File: src/sv/rnsalu_pkg.sv
// ----------------------------------------------------------------------------
// rnsalu_pkg
// Types and constants for the three-modulus residue ALU with CRT output.
// ----------------------------------------------------------------------------
`timescale 1ns / 1ps
`default_nettype none

package rnsalu_pkg;

   typedef enum logic [1:0] {
      CMD_ADD,
      CMD_SUB,
      CMD_MUL,
      CMD_DIV
   } cmd_type;

   localparam int LANES = 3;

   // residue lanes: 19, 23, 31
   localparam logic [4:0] MODULI [LANES] = '{5'd19, 5'd23, 5'd31};

   // product of the moduli
   localparam logic [13:0] MOD_M = 14'd13547;

   // fixed point reciprocals for reduction by a constant
   localparam int RECIP_SHIFT = 20;
   localparam logic [16:0] LANE_RECIP [LANES] = '{
      17'((1 << RECIP_SHIFT) / 19),
      17'((1 << RECIP_SHIFT) / 23),
      17'((1 << RECIP_SHIFT) / 31)
   };
   localparam logic [6:0] CRT_RECIP = 7'((1 << RECIP_SHIFT) / 13547);

   // 256^k mod p, used to fold the operand bytes
   localparam logic [4:0] BYTE_WT [LANES][4] = '{
      '{5'd1, 5'd9, 5'd5, 5'd7},
      '{5'd1, 5'd3, 5'd9, 5'd4},
      '{5'd1, 5'd8, 5'd2, 5'd16}
   };

   // CRT weights: (M/p) * inverse(M/p mod p), taken mod M
   localparam logic [13:0] CRT_WEIGHT [LANES] = '{14'd1426, 14'd2945, 14'd9177};

   // modular inverse per residue, entry zero unused
   localparam logic [4:0] INV_TABLE [LANES][32] = '{
      '{5'd0,  5'd1,  5'd10, 5'd13, 5'd5,  5'd4,  5'd16, 5'd11,
        5'd12, 5'd17, 5'd2,  5'd7,  5'd8,  5'd3,  5'd15, 5'd14,
        5'd6,  5'd9,  5'd18, 5'd0,  5'd0,  5'd0,  5'd0,  5'd0,
        5'd0,  5'd0,  5'd0,  5'd0,  5'd0,  5'd0,  5'd0,  5'd0},
      '{5'd0,  5'd1,  5'd12, 5'd8,  5'd6,  5'd14, 5'd4,  5'd10,
        5'd3,  5'd18, 5'd7,  5'd21, 5'd2,  5'd16, 5'd5,  5'd20,
        5'd13, 5'd19, 5'd9,  5'd17, 5'd15, 5'd11, 5'd22, 5'd0,
        5'd0,  5'd0,  5'd0,  5'd0,  5'd0,  5'd0,  5'd0,  5'd0},
      '{5'd0,  5'd1,  5'd16, 5'd21, 5'd8,  5'd25, 5'd26, 5'd9,
        5'd4,  5'd7,  5'd28, 5'd17, 5'd13, 5'd12, 5'd20, 5'd29,
        5'd2,  5'd11, 5'd19, 5'd18, 5'd14, 5'd3,  5'd24, 5'd27,
        5'd22, 5'd5,  5'd6,  5'd23, 5'd10, 5'd15, 5'd30, 5'd0}
   };

   typedef logic [LANES-1:0][4:0] res_vec_type;

   typedef struct packed {
      logic load_sum;
      logic load_out;
   } crt_ctl_type;

endpackage

`default_nettype wire

File: src/sv/rnsalu_if.sv
// ----------------------------------------------------------------------------
// rnsalu_if
// Request and response channels of the residue ALU.
// ----------------------------------------------------------------------------
`timescale 1ns / 1ps
`default_nettype none

interface rnsalu_req_if;
   logic        valid;
   logic        ready;
   logic [1:0]  cmd;
   logic [31:0] operand_x;
   logic [31:0] operand_y;

   modport source (output valid, output cmd, output operand_x, output operand_y,
                   input ready);
   modport sink   (input valid, input cmd, input operand_x, input operand_y,
                   output ready);
endinterface

interface rnsalu_rsp_if;
   logic        valid;
   logic        ready;
   logic [13:0] result_value;
   logic        not_possible;

   modport source (output valid, output result_value, output not_possible,
                   input ready);
   modport sink   (input valid, input result_value, input not_possible,
                   output ready);
endinterface

`default_nettype wire

File: src/sv/rnsalu_crt.sv
// ----------------------------------------------------------------------------
// rnsalu_crt
// Two stage CRT recombination of the lane residues modulo 13547.
// ----------------------------------------------------------------------------
`timescale 1ns / 1ps
`default_nettype none

module rnsalu_crt
   import rnsalu_pkg::*;
(
   input  wire         clock,
   input  crt_ctl_type ctl,
   input  res_vec_type lane_res,
   input  wire         fail,
   output logic [13:0] result_value,
   output logic        not_possible
);

   logic [18:0] sum_ff, sum_in;
   logic        fail_sum_ff;
   logic [13:0] result_ff, result_in;
   logic        fail_out_ff;

   logic [25:0] crt_prod;
   logic [5:0]  crt_q;
   logic [19:0] crt_qm;
   logic [18:0] crt_rem;

   // weighted sum stays below 2^19 for residues below their moduli
   always_comb begin
      sum_in = '0;
      for (int i = 0; i < LANES; i++) begin
         sum_in = sum_in + 19'(19'(lane_res[i]) * 19'(CRT_WEIGHT[i]));
      end
   end

   always_comb begin
      crt_prod = 26'(sum_ff) * 26'(CRT_RECIP);
      crt_q    = crt_prod[25:20];
      crt_qm   = 20'(crt_q) * 20'(MOD_M);
      crt_rem  = sum_ff - crt_qm[18:0];
      if (crt_rem >= 19'(MOD_M)) begin
         crt_rem = crt_rem - 19'(MOD_M);
      end
      result_in = fail_sum_ff ? '0 : crt_rem[13:0];
   end

   always_ff @(posedge clock) begin
      if (ctl.load_sum) begin
         sum_ff      <= sum_in;
         fail_sum_ff <= fail;
      end
      if (ctl.load_out) begin
         result_ff   <= result_in;
         fail_out_ff <= fail_sum_ff;
      end
   end

   assign result_value = result_ff;
   assign not_possible = fail_out_ff;

endmodule

`default_nettype wire

File: src/sv/rns_alu_with_crt_reconstruction.sv
// pipeline: seven stages from a request transfer to the earliest response transfer
// throughput: one item per cycle; each stage holds while the stage after it is full
// and stalled, so back pressure reaches req ready only when the whole pipe is full
// reset: synchronous, clears all stage valid bits; no clearing pass, usable at once
// ----------------------------------------------------------------------------
// rns_alu_with_crt_reconstruction
// Residue ALU over moduli 19, 23 and 31 with CRT recombination mod 13547.
// ----------------------------------------------------------------------------
`timescale 1ns / 1ps
`default_nettype none

module rns_alu_with_crt_reconstruction
   import rnsalu_pkg::*;
(
   input  wire          clock,
   input  wire          reset,
   rnsalu_req_if.sink   req_if,
   rnsalu_rsp_if.source rsp_if
);

   localparam int STAGES = 7;

   // residue of a value below 2^16 by multiply with a reciprocal and one fixup
   function automatic logic [4:0] mod_res(input logic [15:0] v, input logic [4:0] p,
                                          input logic [16:0] recip);
      logic [32:0] prod;
      logic [12:0] q;
      logic [17:0] qp;
      logic [15:0] rem;
      prod = 33'(v) * 33'(recip);
      q    = prod[32:20];
      qp   = 18'(q) * 18'(p);
      rem  = v - qp[15:0];
      if (rem >= 16'(p)) begin
         rem = rem - 16'(p);
      end
      return rem[4:0];
   endfunction

   logic [STAGES-1:0] vld_ff;
   logic [STAGES:0]   adv;

   // stage 1: byte folding
   cmd_type                cmd1_ff;
   logic [LANES-1:0][14:0] xsum_ff, xsum_in, ysum_ff, ysum_in;
   // stage 2: residues
   cmd_type     cmd2_ff;
   res_vec_type ra2_ff, ra2_in, rb2_ff, rb2_in;
   // stage 3: divisor inverse
   cmd_type     cmd3_ff;
   res_vec_type ra3_ff, rb3_ff, bsel3_ff, bsel3_in;
   logic        fail3_ff, fail3_in;
   // stage 4: add / subtract and raw product
   cmd_type                cmd4_ff;
   res_vec_type            addsub4_ff, addsub4_in;
   logic [LANES-1:0][9:0]  prod4_ff, prod4_in;
   logic                   fail4_ff;
   // stage 5: lane result
   res_vec_type res5_ff, res5_in;
   logic        fail5_ff;

   crt_ctl_type crt_ctl;

   always_comb begin
      adv[STAGES] = rsp_if.ready;
      for (int k = STAGES - 1; k >= 0; k--) begin
         adv[k] = !vld_ff[k] || adv[k+1];
      end
   end

   always_ff @(posedge clock) begin
      if (reset) begin
         vld_ff <= '0;
      end else begin
         if (adv[0]) begin
            vld_ff[0] <= req_if.valid;
         end
         for (int k = 1; k < STAGES; k++) begin
            if (adv[k]) begin
               vld_ff[k] <= vld_ff[k-1];
            end
         end
      end
   end

   always_comb begin
      for (int i = 0; i < LANES; i++) begin
         xsum_in[i] = '0;
         ysum_in[i] = '0;
         for (int b = 0; b < 4; b++) begin
            xsum_in[i] = xsum_in[i]
                       + 15'(15'(req_if.operand_x[8*b +: 8]) * 15'(BYTE_WT[i][b]));
            ysum_in[i] = ysum_in[i]
                       + 15'(15'(req_if.operand_y[8*b +: 8]) * 15'(BYTE_WT[i][b]));
         end
      end
   end

   always_comb begin
      for (int i = 0; i < LANES; i++) begin
         ra2_in[i] = mod_res(16'(xsum_ff[i]), MODULI[i], LANE_RECIP[i]);
         rb2_in[i] = mod_res(16'(ysum_ff[i]), MODULI[i], LANE_RECIP[i]);
      end
   end

   always_comb begin
      fail3_in = 1'b0;
      for (int i = 0; i < LANES; i++) begin
         bsel3_in[i] = (cmd2_ff == CMD_DIV) ? INV_TABLE[i][rb2_ff[i]] : rb2_ff[i];
         if (cmd2_ff == CMD_DIV && rb2_ff[i] == '0) begin
            fail3_in = 1'b1;
         end
      end
   end

   always_comb begin
      logic [5:0] tmp;
      for (int i = 0; i < LANES; i++) begin
         if (cmd3_ff == CMD_SUB) begin
            tmp = 6'(ra3_ff[i]) + 6'(MODULI[i]) - 6'(rb3_ff[i]);
         end else begin
            tmp = 6'(ra3_ff[i]) + 6'(rb3_ff[i]);
         end
         if (tmp >= 6'(MODULI[i])) begin
            tmp = tmp - 6'(MODULI[i]);
         end
         addsub4_in[i] = tmp[4:0];
         prod4_in[i]   = 10'(ra3_ff[i]) * 10'(bsel3_ff[i]);
      end
   end

   always_comb begin
      for (int i = 0; i < LANES; i++) begin
         if (cmd4_ff == CMD_ADD || cmd4_ff == CMD_SUB) begin
            res5_in[i] = addsub4_ff[i];
         end else begin
            res5_in[i] = mod_res(16'(prod4_ff[i]), MODULI[i], LANE_RECIP[i]);
         end
      end
   end

   always_ff @(posedge clock) begin
      if (adv[0]) begin
         cmd1_ff <= cmd_type'(req_if.cmd);
         xsum_ff <= xsum_in;
         ysum_ff <= ysum_in;
      end
      if (adv[1]) begin
         cmd2_ff <= cmd1_ff;
         ra2_ff  <= ra2_in;
         rb2_ff  <= rb2_in;
      end
      if (adv[2]) begin
         cmd3_ff  <= cmd2_ff;
         ra3_ff   <= ra2_ff;
         rb3_ff   <= rb2_ff;
         bsel3_ff <= bsel3_in;
         fail3_ff <= fail3_in;
      end
      if (adv[3]) begin
         cmd4_ff    <= cmd3_ff;
         addsub4_ff <= addsub4_in;
         prod4_ff   <= prod4_in;
         fail4_ff   <= fail3_ff;
      end
      if (adv[4]) begin
         res5_ff  <= res5_in;
         fail5_ff <= fail4_ff;
      end
   end

   assign crt_ctl.load_sum = adv[5];
   assign crt_ctl.load_out = adv[6];

   rnsalu_crt u_crt (
      .clock        (clock),
      .ctl          (crt_ctl),
      .lane_res     (res5_ff),
      .fail         (fail5_ff),
      .result_value (rsp_if.result_value),
      .not_possible (rsp_if.not_possible)
   );

   assign req_if.ready = adv[0];
   assign rsp_if.valid = vld_ff[STAGES-1];

   a_accept_fills_first: assert property (@(posedge clock) disable iff (reset)
      req_if.valid && req_if.ready |=> vld_ff[0])
      else $error("accepted request did not reach the first stage");

   a_fail_only_div: assert property (@(posedge clock) disable iff (reset)
      vld_ff[2] && fail3_ff |-> cmd3_ff == CMD_DIV)
      else $error("not possible flag raised outside division");

   a_fail_zero: assert property (@(posedge clock) disable iff (reset)
      rsp_if.valid && rsp_if.not_possible |-> rsp_if.result_value == '0)
      else $error("failed division returned a nonzero result");

   a_result_range: assert property (@(posedge clock) disable iff (reset)
      rsp_if.valid |-> rsp_if.result_value < MOD_M)
      else $error("result not reduced below the modulus product");

   a_full_pipe_stall: assert property (@(posedge clock) disable iff (reset)
      (&vld_ff) && !rsp_if.ready |-> !req_if.ready)
      else $error("request taken while the pipe is full and stalled");

endmodule

`default_nettype wire

File: src/flat_wrapper.sv
// flat-port wrapper written by rule: the top's interface ports become plain ports
module rns_alu_with_crt_reconstruction_flat import rnsalu_pkg::*;
  (clock, reset, req_if_valid, req_if_cmd, req_if_operand_x, req_if_operand_y, req_if_ready, rsp_if_valid, rsp_if_result_value, rsp_if_not_possible, rsp_if_ready);
  rnsalu_req_if req_if_i ();
  rnsalu_rsp_if rsp_if_i ();
  input  wire clock;
  input  wire reset;
  input wire logic [$bits(req_if_i.valid)-1:0] req_if_valid;
  input wire logic [$bits(req_if_i.cmd)-1:0] req_if_cmd;
  input wire logic [$bits(req_if_i.operand_x)-1:0] req_if_operand_x;
  input wire logic [$bits(req_if_i.operand_y)-1:0] req_if_operand_y;
  output wire logic [$bits(req_if_i.ready)-1:0] req_if_ready;
  output wire logic [$bits(rsp_if_i.valid)-1:0] rsp_if_valid;
  output wire logic [$bits(rsp_if_i.result_value)-1:0] rsp_if_result_value;
  output wire logic [$bits(rsp_if_i.not_possible)-1:0] rsp_if_not_possible;
  input wire logic [$bits(rsp_if_i.ready)-1:0] rsp_if_ready;
  assign req_if_i.valid = req_if_valid;
  assign req_if_i.cmd = req_if_cmd;
  assign req_if_i.operand_x = req_if_operand_x;
  assign req_if_i.operand_y = req_if_operand_y;
  assign req_if_ready = req_if_i.ready;
  assign rsp_if_valid = rsp_if_i.valid;
  assign rsp_if_result_value = rsp_if_i.result_value;
  assign rsp_if_not_possible = rsp_if_i.not_possible;
  assign rsp_if_i.ready = rsp_if_ready;
  rns_alu_with_crt_reconstruction u_core (.clock(clock), .reset(reset), .req_if(req_if_i), .rsp_if(rsp_if_i));
endmodule
File: config.mk
export PLATFORM = sky130hd
export DESIGN_NAME = rns_alu_with_crt_reconstruction_flat
export DESIGN_NICKNAME = d
export VERILOG_FILES = /design/src/sv/rnsalu_pkg.sv /design/src/sv/rnsalu_if.sv /design/src/sv/rnsalu_crt.sv /design/src/sv/rns_alu_with_crt_reconstruction.sv /design/src/flat_wrapper.sv
export SDC_FILE = /design/constraint.sdc
export NUM_CORES = 2
export LEC_CHECK = 0
export BUFFER_PORTS_ARGS = -buffer_cell sky130_fd_sc_hd__clkbuf_2
export CORE_MARGIN = 4
export CORE_UTILIZATION = 60
export CTS_BUF_LIST = sky130_fd_sc_hd__clkbuf_8
export DETAILED_ROUTE_END_ITERATION = 6
export PLACE_DENSITY_LB_ADDON = 0.3
export SYNTH_ARGS = -nofsm -noshare
export SYNTH_HDL_FRONTEND = slang
export SYNTH_SLANG_ARGS = --single-unit
File: constraint.sdc
create_clock -name clock -period 16 [get_ports clock]
set_input_delay 0 -clock clock [delete_from_list [all_inputs] [get_ports clock]]
set_output_delay 0 -clock clock [all_outputs]
set_load 0.02 [all_outputs]
==> results.cfg <==
[status]
status = complete, no violations

[cts]
clk_latency_ns = 0.70
clock_path_buffers = 3
cts_tree = yes
cts-root-buf = clkbuf_8
cts_setup_buffers = 0
cts.reportedPaths.clkPinSlew_ns = 0.06
clock-sinks = 267
htreeDepth = 2
cts_buffers = 51

[finish]
stdcell_count = 8144
nets = 9061
drive_above_1_share_pct = 3.28
area_growth_pct = 5.41
fin_util_pct = 64.0

[logic_synthesis]
synth-seq-cells = 267
synth_seq_area_share_pct = 12.6
syn_avg_cell_area_um2 = 9.58
synthArstFlopShare_pct = 0
synth_cell_types = 93
netlist_area_um2 = 63200
synth-main-ff-cell = edfxtp_1
yosys_warnings = 0
synth_nets = 8937
synth-edff-count = 260
netlist_instances = 6595

[timing]
tightestPinTransition_ns = 1.12
hold_violations = 0
rsz0062_at_grt = no
setup_viol = 0
timing.hold.ws_ns = 0.0744
fmax_mhz = 91.6
post-route-min-period_ns = 10.91
post-route-period-util_pct = 68.2
drv_slew = 0
finClkSkew_ns = 0.0305
setup_tns_ns = 0
slew-limit-headroom_pct = 24.8

[critical_path]
cp-start-kind = flip-flop
crit_required_ns = 16.43
end_kind = flip-flop
crit_type = reg2reg
r2r_cells = 39
critPathSlowestCell = edfxtp_1
cp_slowest_stage_delay_ns = 0.61
cp_max_fo = 9
crit_arrival_ns = 11.34
rrSetupSlack_ns = 5.09

[route]
finalWirelength_um = 124000
vias = 44000
antenna_violating_nets_post_route = 0
wl_per_cell_um = 15.3
via_per_inst = 5.41
dr.first_iter.drc_count = 1649
drc = 0
drt_pre_antenna_iters = 5

[placement]
gp_congestion = 0.856
dp_cells = 8015
io_buffers = 86
dpl.hpwl_um = 107000

[floorplan]
ioPinCount = 87
start_util_pct = 60.7
die-area_um2 = 111000
core-area_um2 = 104000
core.rowCount = 118
die_x_um = 332
die_height_um = 332

[global_route]
grt_pass1_wl_um = 219000
grt-ovfl-total = 0
groute.usage.overall_pct = 23.4
grt_max_degree = 49
antenna_found_initial = 6
grt_pass1_vias = 46500

[flow_run]
drv_cap = 0

[min_path]
min_path_type = in2reg
hold_depth = 4
## final timing paths
path                                             startpoint                           end
worst max-delay path            u_core.ysum_ff[2]$_DFFE_PP_    u_core.rb2_ff[1]$_DFFE_PP_
worst min-delay path                   req_if_operand_y[30]  u_core.ysum_ff[41]$_DFFE_PP_
worst min register to register    u_core.fail4_ff$_DFFE_PP_     u_core.fail5_ff$_DFFE_PP_
worst max register to register  u_core.ysum_ff[2]$_DFFE_PP_    u_core.rb2_ff[1]$_DFFE_PP_
## metrics by stage
step	setup slack, ns	instance area (um^2)
final	5.09	66600
after floorplan	6.22	63200
after CTS	5.08	66600
after detailed placement	5.10	65200
after global placement	5.40	65200
after global routing	4.32	66600
## logic make-up (layout without fill, tap and decap cells)
group | after synthesis | after routing | share of synthesized area (%)
adder cells (fa/ha/maj) | 2272 | 2272 | 53.9
buffers and inverters | 1707 | 1873 | 10.1
AO/OA/AOI/OAI | 993 | 993 | 10.1
AND/OR/NAND/NOR | 936 | 936 | 7.29
XOR/XNOR | 368 | 368 | 5.10
flip-flops | 267 | 267 | 12.6
multiplexers | 52 | 52 | 0.877
other | 0 | 3 | 0
## placed cells by master, fill, tap and decap left out, drive strengths merged, types with 19 or more instances in the layout
master and n:
edfxtp 260, and2 62, clkbuf 141, o21ai 169, inv 1670, fa 746
ha 1526, a211oi 24, nand3 71, a21oi 332, xor2 107, or3 22
nor3 62, o211ai 19, nor2b 53, nand2 215, o21bai 76, mux2i 34
a21o 115, nor2 263, dlygate4sd3 31, and3 20, nand4 43, xnor2 261
a31oi 40, nand2b 56, o21a 54, clkinv 19
## final cells by class
class	count	area [um^2]
Antenna cell	3	7.51
Clock buffer	55	757
Clock inverter	40	343
Fill cell	8420	37500
Inverter	1658	6220
Multi-Input combinational cell	4621	48800
Sequential cell	267	7950
Tap cell	1380	1730
Timing Repair Buffer	120	763
## critical path, delay by kind of cell (launching register included)
kind,cells,cell delay (ns)
xor+xnor,1,0.30
fa+ha+maj,11,4.62
flops,1,0.61
buf+inv,6,0.51
mux,2,0.52
simple gates,5,1.05
compound gates,14,3.03
## cell usage after synthesis, drive strengths merged (7+ instances only)
library cell / count / share of area (%)
nor4: 13 / 0.14
nand2b: 56 / 0.55
xnor2: 261 / 3.6
mux2: 18 / 0.34
xor2: 107 / 1.5
o2111ai: 15 / 0.21
nor3b: 7 / 0.083
and3: 20 / 0.20
clkbuf: 45 / 0.27
inv: 1658 / 9.9
dfxtp: 7 / 0.22
a21oi: 332 / 2.6
edfxtp: 260 / 12
or3: 22 / 0.22
and2: 62 / 0.62
o21a: 54 / 0.64
ha: 1526 / 30
and4: 8 / 0.11
nand2: 215 / 1.3
o31ai: 12 / 0.14
o211ai: 19 / 0.23
nor2b: 53 / 0.52
a21o: 115 / 1.4
a211o: 8 / 0.11
nor3: 62 / 0.49
nor2: 263 / 1.6
or2: 11 / 0.11
a31o: 7 / 0.097
o22ai: 11 / 0.11
o21bai: 76 / 0.90
o221ai: 10 / 0.15
a211oi: 24 / 0.31
a31oi: 40 / 0.41
fa: 746 / 24
a2111oi: 9 / 0.12
nand3: 71 / 0.57
a311oi: 7 / 0.097
o21ai: 169 / 1.3
nand3b: 11 / 0.14
mux2i: 34 / 0.54
nand4: 43 / 0.43
a21boi: 12 / 0.14
## per-layer routing
layer / track usage (%) / up-vias / routed length [um]
li1: - / 22000 / -
met1: 30.9 / 21300 / 56700
met2: 42.1 / 569 / 62200
met3: 2.02 / 156 / 3330
met4: 4.63 / 2 / 2310
met5: 0 / - / 12
## flip-flops by register name, indices dropped and copies added, names as in the netlist, 15 cells and up
name,cells
u_core.ra3_ff,15
u_core.ysum_ff,40
u_core.xsum_ff,40
u_core.ra2_ff,15
u_core.rb3_ff,15
u_core.addsub4_ff,15
u_core.u_crt.sum_ff,19
u_core.rb2_ff,15
u_core.prod4_ff,30
u_core.res5_ff,15
u_core.bsel3_ff,15
## what timing repair did
action / in CTS / in global routing
setup endpoints to repair: 0 / 0
hold endpoints to repair: 35 / 0
hold buffers: 31 / 0
gates resized for setup: 0 / 0
Power is not shown: default switching activity piles up to over one toggle a cycle in this logic, so the estimate is an artifact.
